`config.mk`:
```
export PLATFORM = sky130hd
export DESIGN_NAME = gha_ctrl
export DESIGN_NICKNAME = d
export VERILOG_FILES = /design/src/hdl/gha_pkg.sv /design/src/hdl/gha_ctrl.sv
export SDC_FILE = /design/constraint.sdc
export NUM_CORES = 1
export LEC_CHECK = 0
export ABC_AREA = 1
export BUFFER_PORTS_ARGS = -buffer_cell sky130_fd_sc_hd__buf_4
export CAP_MARGIN = 10
export CORE_AREA = 4 4 41 43
export CTS_BUF_LIST = sky130_fd_sc_hd__clkbuf_8
export DETAILED_ROUTE_END_ITERATION = 6
export DIE_AREA = 0 0 45 47
export PLACE_DENSITY_LB_ADDON = 0.12
export SYNTH_ARGS = -nofsm -noshare
export SYNTH_HDL_FRONTEND = slang
export SYNTH_SLANG_ARGS = --single-unit
```
`constraint.sdc`:
```
create_clock -name clk -period 2.1 [get_ports clk]
set_clock_uncertainty 0.2 [all_clocks]
set_input_delay 0.42 -clock clk [delete_from_list [all_inputs] [get_ports clk]]
set_output_delay 0.42 -clock clk [all_outputs]
set_load 0.01 [all_outputs]
```
`src/hdl/gha_pkg.sv`:
```
// Shared constants and types of the generational handle allocator.
// Used by the controller, the datapath, the top level and the checker.
package gha_pkg;

  localparam int SLOT_COUNT = 1024;
  localparam int ID_W       = $clog2(SLOT_COUNT);
  localparam int USED_W     = ID_W + 1;
  localparam int VER_W      = 16;
  localparam int DATA_W     = 32;

  localparam logic OP_ALLOC = 1'b0;
  localparam logic OP_FREE  = 1'b1;

  localparam logic [1:0] ST_OK    = 2'd0;
  localparam logic [1:0] ST_STALE = 2'd1;
  localparam logic [1:0] ST_FULL  = 2'd2;

  // Commands from the controller to the datapath.
  typedef struct packed {
    logic accept;  // latch the request and read the tables
    logic exec;    // update the tables and load the result register
  } cmd_t;

endpackage

```
`src/hdl/gha_ctrl.sv`:
```
// Controller of the handle allocator: request sequencing and result handshake.
// Depends on gha_pkg.
module gha_ctrl (
  input  logic          clk,
  input  logic          rst_n,
  input  logic          in_tvalid,
  output logic          in_tready,
  output logic          out_tvalid,
  input  logic          out_tready,
  output gha_pkg::cmd_t cmd
);

  typedef enum logic [1:0] {
    S_IDLE = 2'b01,
    S_EXEC = 2'b10
  } state_t;

  state_t state_r, state_nxt;
  logic   out_valid_r, out_valid_nxt;

  assign in_tready  = (state_r == S_IDLE);
  assign out_tvalid = out_valid_r;

  always_comb begin
    cmd.accept = in_tvalid && (state_r == S_IDLE);
    // The result register must be free, or emptied in this cycle, before a new result lands.
    cmd.exec   = (state_r == S_EXEC) && (!out_valid_r || out_tready);
  end

  always_comb begin
    state_nxt = state_r;
    unique case (state_r)
      S_IDLE: begin
        if (cmd.accept) state_nxt = S_EXEC;
      end
      S_EXEC: begin
        if (cmd.exec) state_nxt = S_IDLE;
      end
      default: state_nxt = S_IDLE;
    endcase
  end

  always_comb begin
    out_valid_nxt = out_valid_r;
    priority if (cmd.exec) begin
      out_valid_nxt = 1'b1;
    end else if (out_tready) begin
      out_valid_nxt = 1'b0;
    end else begin
      out_valid_nxt = out_valid_r;
    end
  end

  always_ff @(posedge clk) begin
    if (!rst_n) begin
      state_r     <= S_IDLE;
      out_valid_r <= 1'b0;
    end else begin
      state_r     <= state_nxt;
      out_valid_r <= out_valid_nxt;
    end
  end

endmodule

```
Yosys cells after proc, flatten, opt, wreduce, memory -nomap -nowiden
Index checks and enable logic that the tools add are counted.
{"block": "totals", "reg_bits": 3, "latch_bits": 0, "ram_bits": 0, "romBits": 0, "out_inout_bits": 4, "elab_cells": 17, "memories": 0}
{"block": "classes", "addsub": 0, "multipliers": 0, "div": 0, "order_cmp": 0, "eq_ne": 4, "shifts": 0, "mux": 5, "n_bitwise": 0, "reduce_logical": 6}
{"op": "$mux W2", "n": 2}
{"op": "$pmux W2 S2", "n": 1}
{"op": "$eq A2 B1 Y1 const B", "n": 1}
{"op": "$eq A2 B2 Y1 const B", "n": 1}
{"op": "$logic_and A1 B1 Y1", "n": 2}
{"op": "$mux W1", "n": 2}
{"op": "$ne A2 B1 Y1 const B", "n": 1}
{"op": "$ne A2 B2 Y1 const B", "n": 1}
{"op": "$reduce_and A2 Y1", "n": 1}
{"op": "$reduce_bool A2 Y1", "n": 1}
{"op": "$logic_not A1 Y1", "n": 1}
{"op": "$logic_or A1 B1 Y1", "n": 1}

Depth between registers and ports, before layout
Gate-level depths: netlist (run 1).
{"block": "depth", "word_depth": 5, "mapped_depth": 5}

Worst setup path before layout (run 1)
OpenSTA, ideal clock, no wires.
{"block": "synth_timing", "path_kind": "reg2out", "from": "register out_valid_r (netlist: out_tvalid)", "to": "output cmd[0] (netlist name)", "arrival_time_ns": 0.713, "path_slack_ns": 0.767, "stages_incl_launch_ff": 5, "path_buffers": 1, "cell_sequence": "dfxtp_1 -> inv_1 -> nor2_4 -> nor3_1 -> buf_4"}
{"element": "from (decl)", "line_no": "gha_ctrl.sv:19", "source": "logic out_valid_r, out_valid_nxt;"}
{"element": "from (signal assigned)", "line_no": "gha_ctrl.sv:60", "source": "out_valid_r <= out_valid_nxt;"}
{"element": "to (decl)", "line_no": "gha_ctrl.sv:10", "source": "output gha_pkg::cmd_t cmd"}

==> results of run 1 <==
==> layout by cell type, fill, tap and decap left out <==
cell type,count
a21oi_2,1
buf_4,7
clkbuf_8,3
dfxtp_1,3
inv_1,6
nand2_1,3
nand2_2,1
nand3_2,1
nor2_2,1
nor2_4,1
nor3_1,1
o21a_1,1
==> layer usage <==
| layer | routed length, um | share of wire | vias to the layer above |
|---|---|---|---|
| met1 | 154 | 0.47 | 52 |
| met2 | 108 | 0.33 | 8 |
| met3 | 46 | 0.14 | 4 |
| met5 | 0 | 0 | - |
| li1 | - | - | 74 |
| met4 | 21 | 0.063 | 0 |
==> flip-flops by register name, indices dropped and copies added (netlist names) <==
name	count
out_tvalid	1
state_r	2
==> per-stage QoR <==
step	worst slack, ps	util
after global placement	618	0.166
final	550	0.201
after floorplan	767	-
after global routing	472	0.201
after detailed placement	616	0.166
after CTS	535	0.201
==> Yosys cell counts (all sizes together) <==
| library cell | count |
|---|---|
| o21a | 1 |
| dfxtp | 3 |
| nor3 | 1 |
| nor2 | 2 |
| inv | 5 |
| buf | 1 |
| a21oi | 1 |
| nand2 | 4 |
| nand3 | 1 |
==> power by group through the flow <==
stage          Clock, uW  Sequential, uW  Combinational [uW]
5_1_grt              169            62.6                27.6
3_5_place_dp           0            62.9                25.2
2_1_floorplan          0            62.8                12.3
3_3_place_gp           0            63.0                25.1
4_1_cts              166            62.2                25.2
6_report             162            62.1                24.6
==> path summary, 6_finish.rpt <==
path                      startpoint                      end  depth (start not counted)
min reg2reg  state_r[0]$_SDFFE_PN1P_  state_r[1]$_SDFFE_PN0P_                          2
max reg2reg  state_r[1]$_SDFFE_PN0P_  state_r[0]$_SDFFE_PN1P_                          5
max          out_tvalid$_SDFFE_PN0P_                   cmd[0]                          4
min                            rst_n  state_r[0]$_SDFFE_PN1P_                          2
==> kinds of logic (layout without fill, tap and decap cells) <==
| logic type | count (synthesis) | after routing | share of synthesized area |
|---|---|---|---|
| flip-flops | 3 | 3 | 0.393 |
| buffers and inverters | 6 | 16 | 0.172 |
| AND/OR/NAND/NOR | 8 | 8 | 0.328 |
| AO/OA/AOI/OAI | 2 | 2 | 0.107 |
==> layout make-up <==
type                       count  area (um^2)  share of cell area
multi-input combinational     10         66.3               0.254
sequential                     3         60.1               0.230
timing repair buffer           7         52.6               0.201
clock buffer                   3         41.3               0.158
inverter                       5         18.8              0.0718
tap                           15         18.8              0.0718
clock inverter                 1         3.75              0.0144
==> flow_summary.ini, run 1 <==
[route]
viasPerCell = 3.14
wirelength_um = 331
ant_nets = 0
post-route-drc-count = 0
wl_per_cell_um = 7.52
num_vias = 138
drtPass1Iterations = 2
initialDrtViolationCount = 2

[job]
cap_violations = 0

[power]
power_leakage_uw = 0.000131
finalPower_uw = 249
p_sw_frac = 0.208
power_frac_clock = 0.652
p_sw_uw = 51.8
ir_drop_mv = 0.301
internal-power_uw = 197
powerDensity_nw_per_um2 = 953
p_seq_frac = 0.249
power_frac_comb = 0.099

[clock_tree]
cts_setup_buffers = 0
h-tree-depth = 1
ctsHoldBuffers = 0
numClockSinks = 3
cts_buffers = 3
ctsResizeCount = 0
cts-root-buf = clkbuf_8
cts_tree = yes
clk_latency_ps = 220
clockBufferDepth = 2
path_clk_slew_ps = 30

[synthesis]
yosys_warnings = 0
synth-seq-area-share = 0.393
yosys-top-cells-area = dfxtp_1 (39%), inv_1 (12%), nand2_1 (7.4%), nor2_4 (7.4%), nand3_2 (6.6%)
yosys.area.top_type_share = 0.393
syn-num-nets = 23
syn_avg_cell_area_um2 = 8.03
synth-seq-cells = 3
synth_area_um2 = 153
synth_top_area_cell = dfxtp_1
synthCells = 19
yosysUniqueCellTypes = 11

[place]
dp_cells = 40
numPortBuffers = 7
dpl_cell_area_um2 = 216
finalWeightedCongestion = 0.602

[timing]
hold_viol = 0
slew_violations = 0
period_needed_ps = 1550
rsz0062_at_grt = false
relSlewSlack = 0.890
finalSetupTns_ps = 0
finalSetupViolations = 0
fin_crit_sh = 0.738
fmax_mhz = 645
tightest_slew_ps = 163
holdWs_ps = 185

[global_routing]
grt_busiest_layer = met4
antenna_found_initial = 0
grt_max_degree = 5
grt_util_met3 = 0.0383
grt_pass1_vias = 132
track_usage = 0.0442
use_met1 = 0.0408
grt_pass1_wl_um = 524
met2_usage = 0.0367
grt-ovfl-total = 0

[setup_path]
crit_path_max_fanout = 3
r2r_slack_ps = 1120
critPathMaxStageDelay_ps = 300
crit_type = reg -> out
critical_path.cell_chain = inv_1 > nor2_4 > nor3_1 > buf_4
cp_slowest_cell = dfxtp_1
crit_required_ps = 1480
worstPathArrival_ps = 930
cp_top_family = flip-flops
end_kind = output pin
worst-path-buf-inv = 2
critPathLaunchType = flip-flop

[floorplanning]
die_height_um = 47
start_util = 0.117
core_area_um2 = 1300
die_w_um = 45
row_count = 13
die_area_um2 = 2120
ios = 8

[finish]
fillers = 156
antenna_cells = 0
stdcell_count = 44
finalNetCount = 34
final_area_um2 = 262
area_delta_synth_final_pct = 71.3
drive_gt1_frac = 0.517

[min_path]
hp-class = in -> reg

[status]
status = complete, no violations
No activity file was read; power rests on OpenSTA's default activity.
==> inputs of run 2 (changes only) <==
clock period = 1.5 ns   (was 2.1 ns; I/O delays follow)
==> run 2 against run 1 <==
- flip-flop and latch count unchanged
- hold slack got worse by 110 ps
- critical endpoint unchanged
- design area is the same
- global-route usage increased by 0.075 points
- register-to-register slack worse by 600 ps
==> flow_summary.ini, run 2 (same netlist as run 1, synthesis figures left out) <==
[clock_tree]
ctsResizeCount = 0
h-tree-depth = 1
path_clk_slew_ps = 30
cts_buffers = 3
cts_setup_buffers = 0
cts-root-buf = clkbuf_8
clk_latency_ps = 220
clockBufferDepth = 2
ctsHoldBuffers = 0
numClockSinks = 3
cts_tree = yes

[setup_path]
r2r_end = state_r[0]$_SDFFE_PN1P_
crit_required_ps = 1000
reg2reg_depth = 5
crit_type = reg -> out
critPathLaunchType = flip-flop
reg2reg_from = state_r[1]$_SDFFE_PN0P_
worstPathArrival_ps = 930
cp-startpoint = out_tvalid$_SDFFE_PN0P_
crit_path_max_fanout = 3
r2r_slack_ps = 520
end_kind = output pin

[finish]
regMostFlops = state_r
finalNetCount = 34
area_delta_synth_final_pct = 71.3
largest_register_ff_count = 2
mostFrequentLayoutCell = buf_4
fillers = 149
drive_gt1_frac = 0.517
multiInputGateArea_um2 = 66.3
seqCellArea_um2 = 60.1
layout_common_cells = buf_4 (7), inv_1 (6), nand2_1 (3), clkbuf_8 (3), dfxtp_1 (3)
final_area_um2 = 262
antenna_cells = 0
stdcell_count = 44

[min_path]
worstHoldStart = rst_n
hold_path_depth = 2
hold_end = state_r[0]$_SDFFE_PN1P_
hp-class = in -> reg

[floorplanning]
core_area_um2 = 1300
die_w_um = 45
ios = 8
die_height_um = 47
die_area_um2 = 2120
start_util = 0.117
row_count = 13

[timing]
hold_viol = 0
tightest_slew_ps = 164
period_needed_ps = 1430
finalSetupViolations = 0
fmax_mhz = 699
finalSetupTns_ps = 0
fin_crit_sh = 0.954
rsz0062_at_grt = false
slew_violations = 0
relSlewSlack = 0.890

[power]
power_leakage_uw = 0.000131
powerDensity_nw_per_um2 = 1340
ir_drop_mv = 0.360

[place]
dpl.hpwl_um = 263
dpl_cell_area_um2 = 216
numPortBuffers = 7
finalWeightedCongestion = 0.584
dp_cells = 40

[global_routing]
antenna_found_initial = 0
grt_pass1_vias = 133
track_usage = 0.0450
grt_pass1_wl_um = 531
grt_max_degree = 5
grt-ovfl-total = 0

[route]
post-route-drc-count = 0
wl_per_cell_um = 7.66
drtPass1Iterations = 2
viasPerCell = 3.07
wirelength_um = 337
initialDrtViolationCount = 1
num_vias = 135
ant_nets = 0

[job]
cap_violations = 0

[status]
status = complete, no violations
-- run 2: through the flow --
stage | hold slack (ps) | util | total power (uW) | worst slack (ps)
floorplan | 169 | - | 105 | 287
global placement | 287 | 0.166 | 123 | 258
detailed placement | 295 | 0.166 | 124 | 261
CTS | 69.7 | 0.201 | 359 | 58.5
global route | 79.8 | 0.201 | 370 | 16.1
finish | 73.9 | 0.201 | 349 | 69.7
-- run 2: report_power, final --
part	internal (uW)	switching [uW]
sequential	84.2	2.78
combinational	17.8	16.8
clock	174	53.6
total	276	73.2
-- run 2: critical path, cell delays in order (launching register included) --
cell and delay, ps:
dfxtp_1 300, inv_1 80, nor2_4 40, nor3_1 140
buf_4 150
-- run 2: worst max path at each step --
stage	to	slack, ps	cells past startpoint
2_1_floorplan	cmd[0]	290	4
3_3_place_gp	cmd[0]	260	4
3_5_place_dp	cmd[0]	260	4
4_1_cts	cmd[1]	60	3
5_1_grt	cmd[0]	20	4
6_report	cmd[0]	70	4
-- run 2: cell type report --
type	instances	share of cell area
well taps	15	0.0718
repair buffers	7	0.201
multi-input cells	10	0.254
flip-flops and latches	3	0.230
clock buffers	3	0.158
clock inverters	1	0.0144
inverters	5	0.0718
-- run 2: per-layer routing --
metal	vias up	routed length (um)	GRT usage
met5	-	0	0
met4	0	9	0.105
met3	2	42	0.0307
met2	6	136	0.0395
met1	52	149	0.0385
li1	75	-	-
